### src/rtl/rpu_pkg.sv
package rpu_pkg;

    // relocation kinds carried in the operation field
    localparam logic [2:0] OP_ABS32     = 3'd0;
    localparam logic [2:0] OP_PC32      = 3'd1;
    localparam logic [2:0] OP_THUMB_BL  = 3'd2;
    localparam logic [2:0] OP_HI20      = 3'd3;
    localparam logic [2:0] OP_LO12_I    = 3'd4;
    localparam logic [2:0] OP_CALL_PAIR = 3'd5;
    localparam logic [2:0] OP_UNKNOWN   = 3'd6;

    // rounding bias for the upper immediate
    localparam logic [31:0] HI20_ROUND   = 32'h0000_0800;
    // thumb branch base is the instruction address plus four
    localparam logic [31:0] THUMB_PC_ADJ = 32'd4;
    // fixed opcode bits of the two thumb halfwords
    localparam logic [4:0]  THUMB_HW0_OP = 5'b11110;
    localparam logic [1:0]  THUMB_HW1_OP = 2'b11;

    typedef struct packed {
        logic [2:0]         operation;
        logic [31:0]        symbol_value;
        logic signed [31:0] addend;
        logic [31:0]        place_address;
        logic [31:0]        first_word;
        logic [31:0]        second_word;
    } t_rpu_in;

    typedef struct packed {
        logic [31:0] new_first_word;
        logic [31:0] new_second_word;
        logic        second_written;
        logic        kind_known;
    } t_rpu_out;

endpackage

### src/rtl/rpu_patch_logic.sv
module rpu_patch_logic (
    input  rpu_pkg::t_rpu_in  i_item,
    output rpu_pkg::t_rpu_out o_result
);
    import rpu_pkg::*;

    logic [31:0] sum;
    logic [31:0] rel;
    logic [31:0] thumb_off;
    logic [31:0] sum_rnd;
    logic [31:0] rel_rnd;
    logic        thumb_s;
    logic        thumb_j1;
    logic        thumb_j2;
    logic [15:0] thumb_hw0;
    logic [15:0] thumb_hw1;

    // shared address arithmetic, all modulo 2^32
    assign sum       = i_item.symbol_value + $unsigned(i_item.addend);
    assign rel       = sum - i_item.place_address;
    assign thumb_off = rel - THUMB_PC_ADJ;
    assign sum_rnd   = sum + HI20_ROUND;
    assign rel_rnd   = rel + HI20_ROUND;

    // thumb-2 bl halfword packing
    assign thumb_s   = thumb_off[24];
    assign thumb_j1  = ~(thumb_off[23] ^ thumb_s);
    assign thumb_j2  = ~(thumb_off[22] ^ thumb_s);
    assign thumb_hw0 = {THUMB_HW0_OP, thumb_s, thumb_off[21:12]};
    assign thumb_hw1 = {THUMB_HW1_OP, thumb_j1, 1'b1, thumb_j2, thumb_off[11:1]};

    // select the patched words by relocation kind
    always_comb begin
        o_result.new_first_word  = i_item.first_word;
        o_result.new_second_word = i_item.second_word;
        o_result.second_written  = 1'b0;
        o_result.kind_known      = 1'b1;
        unique case (i_item.operation)
            OP_ABS32: begin
                o_result.new_first_word = sum;
            end
            OP_PC32: begin
                o_result.new_first_word = rel;
            end
            OP_THUMB_BL: begin
                o_result.new_first_word = {thumb_hw1, thumb_hw0};
            end
            OP_HI20: begin
                o_result.new_first_word = {sum_rnd[31:12], i_item.first_word[11:0]};
            end
            OP_LO12_I: begin
                o_result.new_first_word = {sum[11:0], i_item.first_word[19:0]};
            end
            OP_CALL_PAIR: begin
                o_result.new_first_word  = {rel_rnd[31:12], i_item.first_word[11:0]};
                o_result.new_second_word = {rel[11:0], i_item.second_word[19:0]};
                o_result.second_written  = 1'b1;
            end
            default: begin
                // unknown kind and unused code leave both words as they are
                o_result.kind_known = 1'b0;
            end
        endcase
    end

endmodule

### src/rtl/relocation_patch_unit.sv
// relocation patch unit
// applies one relocation per input transfer and returns the patched code
// words. input channel: i_in_valid / o_in_ready with payload i_in_data
// (kind, symbol value, addend, patch address, the two original words).
// output channel: o_out_valid / i_out_ready with payload o_out_data
// (patched words, second-word-written flag, known-kind flag).
// each item passes through the input register and then the result register;
// the patch logic between them is a few 32-bit adders and a field mux.
// throughput: one relocation per cycle, sustained, while the receiver
// takes every result.
// when the receiver stalls, the result register holds its item and the
// input register can still take one more transfer; o_in_ready drops only
// once both registers are full and the output is not being taken.
// reset (synchronous, active low) empties both registers; no result is
// presented until a new input transfer arrives.
module relocation_patch_unit (
    input  logic              i_clk,
    input  logic              i_rst_n,
    input  logic              i_in_valid,
    output logic              o_in_ready,
    input  rpu_pkg::t_rpu_in  i_in_data,
    output logic              o_out_valid,
    input  logic              i_out_ready,
    output rpu_pkg::t_rpu_out o_out_data
);
    import rpu_pkg::*;

    logic     r_in_valid;
    t_rpu_in  r_in_data;
    logic     r_out_valid;
    t_rpu_out r_out_data;
    t_rpu_out patch_result;
    logic     out_free;
    logic     in_advance;
    logic     in_take;

    // result register can load when empty or being drained
    assign out_free   = !r_out_valid || i_out_ready;
    assign in_advance = r_in_valid && out_free;
    assign o_in_ready = !r_in_valid || out_free;
    assign in_take    = i_in_valid && o_in_ready;

    // input register
    always_ff @(posedge i_clk) begin
        if (!i_rst_n) begin
            r_in_valid <= 1'b0;
        end else if (in_take) begin
            r_in_valid <= 1'b1;
        end else if (in_advance) begin
            r_in_valid <= 1'b0;
        end
    end

    always_ff @(posedge i_clk) begin
        if (in_take) begin
            r_in_data <= i_in_data;
        end
    end

    // patch computation
    rpu_patch_logic u_patch (
        .i_item   (r_in_data),
        .o_result (patch_result)
    );

    // result register
    always_ff @(posedge i_clk) begin
        if (!i_rst_n) begin
            r_out_valid <= 1'b0;
        end else if (out_free) begin
            r_out_valid <= r_in_valid;
        end
    end

    always_ff @(posedge i_clk) begin
        if (in_advance) begin
            r_out_data <= patch_result;
        end
    end

    assign o_out_valid = r_out_valid;
    assign o_out_data  = r_out_data;

    // the second word is only patched for a recognized kind
    assert property (@(posedge i_clk) disable iff (!i_rst_n)
        o_out_valid && o_out_data.second_written |-> o_out_data.kind_known)
        else $error("second word patched for unknown relocation kind");

    // both stages full with a stalled receiver must block new input
    assert property (@(posedge i_clk) disable iff (!i_rst_n)
        r_in_valid && r_out_valid && !i_out_ready |-> !o_in_ready)
        else $error("input accepted while pipeline is full and stalled");

    // reset empties the output stage
    assert property (@(posedge i_clk)
        !i_rst_n |=> !o_out_valid)
        else $error("result valid right after reset");

    // a buffered item moves into an empty result register
    assert property (@(posedge i_clk) disable iff (!i_rst_n)
        r_in_valid && !r_out_valid |=> o_out_valid)
        else $error("buffered item did not reach the result register");

endmodule
### config.mk
export PLATFORM = sky130hd
export DESIGN_NAME = relocation_patch_unit
export DESIGN_NICKNAME = d
export VERILOG_FILES = /design/src/rtl/rpu_pkg.sv /design/src/rtl/rpu_patch_logic.sv /design/src/rtl/relocation_patch_unit.sv
export SDC_FILE = /design/constraint.sdc
export NUM_CORES = 1
export LEC_CHECK = 0
export BUFFER_PORTS_ARGS = -buffer_cell sky130_fd_sc_hd__buf_2
export CORE_ASPECT_RATIO = 0.6
export CORE_UTILIZATION = 30
export CTS_CLUSTER_DIAMETER = 80
export DETAILED_ROUTE_END_ITERATION = 10
export PLACE_DENSITY = 0.58
export SLEW_MARGIN = 20
export SYNTH_ARGS = -nofsm -noshare
export SYNTH_HDL_FRONTEND = slang
export SYNTH_SLANG_ARGS = --single-unit
### constraint.sdc
create_clock -name i_clk -period 13.03 [get_ports i_clk]
set_clock_uncertainty 0.15 [all_clocks]
set_input_delay 1.9545 -clock i_clk [delete_from_list [all_inputs] [get_ports i_clk]]
set_output_delay 1.9545 -clock i_clk [all_outputs]
set_load 0.05 [all_outputs]
==> results of run 1 <==
[how the worst max path moves through the flow]
stage                        start        endpoint  slack (ns)  cells after the start
floorplan              i_out_ready    r_in_data[0]        6.15                      3
global placement     r_in_data[96]  o_out_data[65]        6.09                     23
detailed placement  r_in_data[128]  o_out_data[63]        5.97                     23
CTS                  r_in_data[96]  o_out_data[63]        5.94                     23
global route         r_in_data[96]  o_out_data[63]        5.53                     23
finish               r_in_data[96]  o_out_data[44]        5.65                     20
[cells by family after synthesis]
logic type,share of synthesized area (%)
AOI/OAI and AO/OA,20.7
and+or+nand+nor,14.2
DFF,49.9
buffers and inverters,3.02
xor gates and xnor gates,4.54
adders and majority gates,6.07
muxes,1.54
[per-stage QoR]
stage / hold slack [ns] / instances / utilization (%) / power, W
finish: 0.268 / 2162 / 36.6 / 0.00258
global route: 0.278 / 2161 / 36.6 / 0.00271
CTS: 0.271 / 2161 / 36.6 / 0.00259
detailed placement: 0.255 / 2118 / 34.7 / 0.00183
global placement: 0.250 / 2118 / 34.7 / 0.00183
floorplan: 0.250 / 1303 / - / 0.00154
[placed cells by master (no fill, tap or decap), types with 23 or more instances in the layout]
cell	synthesis	final
buf_2	7	234
o21ai_0	80	79
xor2_1	25	25
nand2_1	113	113
nor2_1	81	81
a21oi_1	92	92
nor3_1	36	36
o211ai_1	23	23
and2_1	24	23
clkbuf_16	0	25
nand3_1	32	32
ha_1	64	64
xnor2_1	45	45
edfxtp_1	229	229
o21a_1	32	32
inv_1	51	51
a21o_1	32	32
[final cells by class]
cell class,instances,share of cell area [%]
sequential,231,41.8
multi-input combinational,965,39.5
timing repair buffer,247,7.67
tap,620,4.69
clock buffer,30,3.90
inverter,55,1.25
clock inverter,13,1.17
antenna,1,0.0151
[registers in the layout, summed over array words and instances (netlist names)]
register and count:
r_in_data 163, o_out_valid 1, r_in_valid 1, o_out_data 66
[Yosys cell counts, types with 24 or more instances]
cell type	n	area, sq um
edfxtp_1	229	6880
nand2_1	113	424
a21oi_1	92	460
nor2_1	81	304
o21ai_0	80	400
ha_1	64	801
inv_1	51	191
xnor2_1	45	394
clkbuf_1	39	146
nor3_1	36	180
a21o_1	32	240
nand3_1	32	160
o21a_1	32	240
xor2_1	25	219
and2_1	24	150
[power breakdown]
group | internal [W] | total, W | switching [W]
Combinational | 0.000309 | 0.000947 | 0.000638
Sequential | 0.000875 | 0.000888 | 0.0000131
Clock | 0.000449 | 0.000745 | 0.000297
[worst register-to-register path, stage by stage (launching register included)]
cell and delay (ns):
edfxtp_1 0.33, ha_1 0.20, inv_1 0.07, fa_1 0.40, nor2b_1 0.22, o2111a_1 0.23
nor2_1 0.08, nor3_1 0.19, nor2_1 0.08, xnor2_1 0.85, ha_1 0.49, a21o_1 0.22
o21bai_1 0.30, nand2b_1 0.23, xnor2_1 0.88, and4b_1 0.47, nor4b_1 0.91, nand2_1 0.12
nor2_1 0.16, xnor2_1 0.29, o221ai_1 0.22
[metal layers]
layer | vias to the layer above | share of wire (%) | track usage (%)
li1 | 5439 | - | -
met1 | 5534 | 50 | 30.9
met2 | 448 | 40 | 27.8
met3 | 42 | 7.9 | 3.82
met4 | 0 | 1.3 | 2.76
met5 | - | 0 | 0
==> flow_summary.ini, run 1 <==
[status]
status = complete, no violations

[cts]
htreeDepth = 1
cts_hold_buf = 0
cts-root-buf = clkbuf_16
insertion_delay_ns = 0.54
cts_max_path_buffers = 3
clk_pin_slew_ns = 0.07
cts_resized = 0
cts_setup_buffers = 0
cts_tree = built
cts_buffers = 24
cts.sinks = 231

[synth]
synthFlopType = edfxtp_1
async_reset_ff_share_pct = 0
syn_area_per_cell_sq_um = 10.6
synth_area_sq_um = 13800
ys_warn_count = 0
syn_inst = 1303
synth_edf_count = 229
yosysSeqAreaShare_pct = 49.9
synth-seq-cells = 231
synth_cell_types = 94
syn_nets = 1536

[timing]
fin_crit_sh_pct = 56.6
max_freq_ghz = 0.135
worst_slack_ns = 5.65
slew_viol_final = 0
rsz0062_at_grt = false
period_needed_ns = 7.38
hold_viol = 0
setup_viol = 0
relSlewSlack_pct = 23.1
finalSetupTns_ns = 0
worstMarginPinSlew_ns = 1.15

[die]
die_h_um = 168
die_x_um = 279
core-area_sq_um = 45200
start_util_pct = 30.6
die_area_sq_um = 47100
ios = 235
fp-row-count = 60

[place]
place_area_sq_um = 15700
place_ws_ns = 5.97
place_congestion = 0.926
post-dp-hpwl_mm = 36.5
portBuffers = 234

[setup_path]
crit_family = simple AND/OR/NAND/NOR gates
r2r-end = o_out_data[44]
arrival_ns = 7.48
worst-path-max-fanout = 9
reg2reg_from = r_in_data[96]
cp.required_ns = 13.13
slowest_stage = nor4b_1
end_kind = register
cp_cell_sequence = ha_1, inv_1, fa_1, nor2b_1, o2111a_1, nor2_1, nor3_1, nor2_1, xnor2_1, ha_1, a21o_1, o21bai_1, nand2b_1, xnor2_1, and4b_1, nor4b_1, nand2_1, nor2_1, xnor2_1, o221ai_1
path_buf_inv = 1
worst-r2r-cell-count = 20
worst-setup-path-type = reg -> reg
cp-start-kind = register
slowest_delay_ns = 0.91
r2r_slack_ns = 5.65

[global_routing]
antenna_found_initial = 0
grt_overflow = 0
grt_usage_pct = 19.6
grt_max_degree = 64
grt_pass1_vias = 11014
grt_pass1_wl_mm = 69.1

[finish]
fin_nets = 1757
multi_input_comb_area_sq_um = 6530
fill_cells = 4598
final_cell_area_sq_um = 16500
syn_to_final_growth_pct = 19.4
drive_above_1_share_pct = 20.2
regArea_sq_um = 6920

[route]
drc = 0
post_drt_wl_per_cell_um = 21.8
wirelength_mm = 47.2
num_vias = 11463
avgViaCountPerCell = 5.30
drt_pre_antenna_iters = 5
drt_iter0_drc = 1062
antenna_left = 0

[power]
ir_drop_mv = 0.0854
pwr_density_cell_nw_per_um2 = 156
leakage_nw = 6.42

[hold_path]
worstHoldPathType = reg -> reg
whs_path_depth = 0
min_from = r_in_data[17]
holdPathEnd = o_out_data[19]

[flow_run]
drv_cap = 0
Note: power is estimated with default switching activity, not from simulation.
==> inputs of run 2 (changes only) <==
clock period = 7.06 ns   (was 13.03 ns; I/O delays follow)
==> run 2 against run 1 <==
Sequential power grew 85%. Non-clock buffer count grew 13. Worst setup slack lost 5.3 ns. Final cell count grew 0.60%. First-iteration DRC count grew 7.8%. Sequential share of layout area shrank 0.23 points. Design area grew 0.54%. Via count grew 1.1%. Clock-buffer cell count shrank 3. Hold slack gained 0.00081 ns. Flip-flop and latch count is the same.
==> flow_summary.ini, run 2 (synthesis gave the netlist of run 1 again) <==
[setup_path]
worst-setup-path-type = reg -> reg
cp_cell_sequence = ha_1, inv_1, fa_1, nor2b_1, o2111a_1, nor2_1, nor3_1, nor2_1, xnor2_2, ha_1, a21o_1, o21bai_2, nand2b_1, xnor2_1, buf_4, o21ai_0, ha_1, nand2_1, o32ai_2, o21ai_1, nor3_1, nand4_1, xnor2_1, a22o_1
cp.required_ns = 7.22
worst-path-max-fanout = 9
critPathMostFrequentCell = ha_1
slowest_delay_ns = 0.56
crit_family = compound AO/OA/AOI/OAI gates
cp-start-kind = register
path_buf_inv = 2
end_kind = register
slowest_stage = nor3_1
arrival_ns = 6.84

[cts]
cts.sinks = 231
cts-root-buf = clkbuf_16
htreeDepth = 1
insertion_delay_ns = 0.55
cts_tree = built
cts_max_path_buffers = 3
clk_pin_slew_ns = 0.07
cts_setup_buffers = 0
cts_buffers = 24

[timing]
slew_viol_final = 0
worstMarginPinSlew_ns = 0.964
setup_viol = 0
period_needed_ns = 6.68
worst_slack_ns = 0.379
hold_slack_ns = 0.269
hold_viol = 0
relSlewSlack_pct = 35.6
max_freq_ghz = 0.150
fin_crit_sh_pct = 94.6

[die]
core-area_sq_um = 45200
die_h_um = 168
ios = 235
die_x_um = 279
fp-row-count = 60
start_util_pct = 30.6
die_area_sq_um = 47100

[route]
drt_pre_antenna_iters = 5
num_vias = 11589
antenna_left = 0
drt_iter0_drc = 1145
wirelength_mm = 47.5
avgViaCountPerCell = 5.33
post_drt_wl_per_cell_um = 21.8
drc = 0

[finish]
largest_reg_flops = 163
finalNonFillerCells = 2175
drive_above_1_share_pct = 21.2
final_cell_mix = buf_2, edfxtp_1, nand2_1
fin_nets = 1770
final_cell_area_sq_um = 16600
antennaDiodeCount = 0
fill_cells = 4645
syn_to_final_growth_pct = 20.0
regMostFlops = r_in_data
final_common_cell = buf_2

[place]
place_area_sq_um = 15800
place_congestion = 0.965
place_ws_ns = 0.0852
place_inst = 2131
post-dp-hpwl_mm = 36.7
portBuffers = 234

[power]
leakage_nw = 6.49
ir_drop_mv = 0.148
pwr_density_cell_nw_per_um2 = 287

[global_routing]
grt_usage_pct = 19.8
grt_pass1_vias = 11118
grt_max_degree = 64
grt_pass1_wl_mm = 70.6
antenna_found_initial = 1
grt_overflow = 0

[flow_run]
drv_cap = 0

[status]
status = complete, no violations

[hold_path]
worstHoldPathType = reg -> reg
run 2: changes by cell type in the layout (fill, tap and decap cells not counted), sizes merged:
| cell | delta |
|---|---|
| buf | +13 |
| clkbuf | -3 |
| clkinv | +3 |
| bufinv | -1 |
| clkinvlp | +1 |
| diode | -1 |
| inv | +1 |
run 2: where the power goes:
part           total (W)  switching [W]  internal (W)
Clock            0.00135       0.000557      0.000791
Sequential       0.00164      0.0000233       0.00161
Combinational    0.00178        0.00119      0.000589
Total            0.00477        0.00177       0.00299
run 2: through the flow:
| stage | util [%] | total power [W] | setup TNS (ns) |
|---|---|---|---|
| after global routing | 36.8 | 0.00499 | -0.0346 |
| after global placement | 34.9 | 0.00340 | 0 |
| after CTS | 36.8 | 0.00477 | 0 |
| after detailed placement | 34.9 | 0.00340 | 0 |
| final | 36.8 | 0.00477 | 0 |
| after floorplan | - | 0.00283 | 0 |
run 2: metal layers:
| metal | GRT usage [%] | wire length [um] | share of wire [%] | vias to the layer above |
|---|---|---|---|---|
| met2 | 28.0 | 19100 | 40 | 491 |
| li1 | - | - | - | 5465 |
| met4 | 3.02 | 650 | 1.4 | 0 |
| met5 | 0 | 0 | 0 | - |
| met1 | 31.2 | 23700 | 50 | 5580 |
| met3 | 3.75 | 4100 | 8.6 | 53 |
run 2: worst paths after layout:
path / from / end / slack [ns] / cells past startpoint
setup / recovery: r_in_data[96] / o_out_data[65] / 0.38 / 24
hold / removal: r_in_data[19] / o_out_data[21] / 0.27 / 0
setup reg to reg: r_in_data[96] / o_out_data[65] / 0.38 / 24
hold reg to reg: r_in_data[19] / o_out_data[21] / 0.27 / 0
run 2: layout make-up:
type	count	area, sq um	area share [%]
flip-flops and latches	231	6920	41.6
multi-input cells	965	6540	39.3
well taps	620	776	4.67
clock inverters	17	190	1.14
inverters	55	206	1.24
repair buffers	260	1370	8.22
clock buffers	27	633	3.81
run 2: what timing repair did:
action                     4_1_cts  5_1_grt
setup endpoints to repair        0        7
hold buffers                     0        0
gates resized for setup          0        2
==> inputs of run 3 (changes only) <==
CTS_CLUSTER_SIZE = 16   (was unset)
SETUP_SLACK_MARGIN = 0.5   (was unset)
SKIP_LAST_GASP = 1   (was unset)
==> run 3 against run 2 <==
First-iteration DRC count shrank 2.6%. Global-route usage is 0.059 points lower. Final cell count shrank 0.60%. Die area stayed put. Combinational power is essentially flat. Sequential share of layout area increased by 0.52 points. Hold slack better by 0.0026 ns. Clock-buffer cell count decreased by 1. Utilization fell by 0.45 points. Power fell by 7.0%. Clock power shrank 27%. Critical endpoint is now o_out_data[61]. Largest cell class unchanged. Largest power group unchanged.
==> flow_summary.ini, run 3 (synthesis gave the netlist of run 1 again) <==
[timing]
max_freq_ghz = 0.158
slew_viol_final = 0
finalSetupTns_ns = 0
setup_viol = 0
hold_viol = 0
period_needed_ns = 6.32
worstMarginPinSlew_ns = 0.999
fin_crit_sh_pct = 89.5
relSlewSlack_pct = 32.9
rsz0062_at_grt = false

[setup_path]
worst-path-max-fanout = 8
cp.required_ns = 7.17
end_kind = register
cp-start-kind = register
worst-setup-path-type = reg -> reg
arrival_ns = 6.43

[finish]
largest_reg_flops = 163
regArea_sq_um = 6920
final_cell_mix = buf_2, edfxtp_1, nand2_1
regMostFlops = r_in_data
fin_nets = 1768
multi_input_comb_area_sq_um = 6600
fill_cells = 4655
syn_to_final_growth_pct = 18.6
antennaDiodeCount = 0
drive_above_1_share_pct = 21.3
final_common_cell = buf_2
final_util_pct = 36.3

[place]
portBuffers = 234
place_congestion = 0.965
post-dp-hpwl_mm = 36.7

[die]
core-area_sq_um = 45200
ios = 235
die_h_um = 168
die_area_sq_um = 47100
die_x_um = 279
fp-row-count = 60
start_util_pct = 30.6

[cts]
clk_pin_slew_ns = 0.08
insertion_delay_ns = 0.52
cts_buffers = 18
htreeDepth = 1
cts_hold_buf = 0
cts_tree = built
cts.sinks = 231
cts-root-buf = clkbuf_16
cts_max_path_buffers = 3

[route]
post_drt_wl_per_cell_um = 21.9
drt_iter0_drc = 1115
drt_pre_antenna_iters = 5
num_vias = 11526
wirelength_mm = 47.4
antenna_left = 0
drc = 0
avgViaCountPerCell = 5.33

[global_routing]
grt_pass1_wl_mm = 70.4
grt_overflow = 0
grt_max_degree = 64
grt_usage_pct = 19.7
grt_pass1_vias = 11047
antenna_found_initial = 1

[power]
power_w = 0.00443
leakage_nw = 6.39
pwr_density_cell_nw_per_um2 = 270
ir_drop_mv = 0.135

[status]
status = complete, no violations

[hold_path]
worstHoldPathType = reg -> reg

[flow_run]
drv_cap = 0
## run 3: cell count changes in the layout (fill, tap and decap cells not counted), sizes merged
cell      delta
buf          +4
bufinv       -4
clkbuf       -1
clkinv       -9
clkinvlp     -3
## run 3: path summary, 6_finish.rpt
kind | from | to | slack (ns) | cells past startpoint
worst max-delay path | r_in_data[96] | o_out_data[61] | 0.74 | 20
worst min-delay path | r_in_data[15] | o_out_data[17] | 0.27 | 0
worst max register to register | r_in_data[96] | o_out_data[61] | 0.74 | 20
worst min register to register | r_in_data[15] | o_out_data[17] | 0.27 | 0
## run 3: critical path, cell delays in order (launching register included)
cell and delay, ns:
edfxtp_1 0.34, ha_1 0.19, inv_1 0.07, fa_1 0.39, nor2b_1 0.23, o2111ai_1 0.20
a21boi_1 0.36, o21ai_0 0.21, and2_1 0.23, ha_1 0.43, a21oi_1 0.28, o21ai_2 0.19
a211o_1 0.29, o211ai_1 0.40, o221ai_1 0.26, and4b_1 0.41, or4b_4 0.53, nor4_2 0.37
mux2i_1 0.27, xnor2_1 0.15, o211ai_1 0.09
## run 3: layer usage
layer	share of wire, %	track usage (%)	vias to the layer above	routed length, um
met4	1.3	2.78	0	611
met2	40	28.0	439	19200
met3	7.3	3.44	32	3440
met1	51	31.3	5616	24100
met5	0	0	-	0
li1	-	-	5439	-
## run 3: cell type report
| cell class | instances | share of cell area, % |
|---|---|---|
| inverters | 55 | 1.26 |
| repair buffers | 264 | 8.50 |
| clock inverters | 1 | 0.0533 |
| flip-flops and latches | 231 | 42.1 |
| multi-input cells | 965 | 40.2 |
| well taps | 620 | 4.72 |
| clock buffers | 26 | 3.12 |
## run 3: power breakdown
| group | switching, W | internal [W] |
|---|---|---|
| logic | 0.00120 | 0.000606 |
| clock network | 0.000487 | 0.000503 |
| registers | 0.0000233 | 0.00161 |
## run 3: repair_timing
item                       in CTS  in global routing
hold endpoints to repair        0                  0
pin swaps                       0                  4
setup endpoints to repair      12                 15
gates resized for setup         2                 18
buffers inserted                0                  4
## run 3: per-stage QoR
stage | setup slack (ns) | hold slack [ns] | cell area (sq um) | cells
after floorplan | 1.08 | 0.250 | 13800 | 1303
after global placement | 0.190 | 0.250 | 15800 | 2131
after detailed placement | 0.0852 | 0.255 | 15800 | 2131
after CTS | 0.533 | 0.272 | 16300 | 2158
after global routing | 0.518 | 0.281 | 16400 | 2162
final | 0.738 | 0.271 | 16400 | 2162
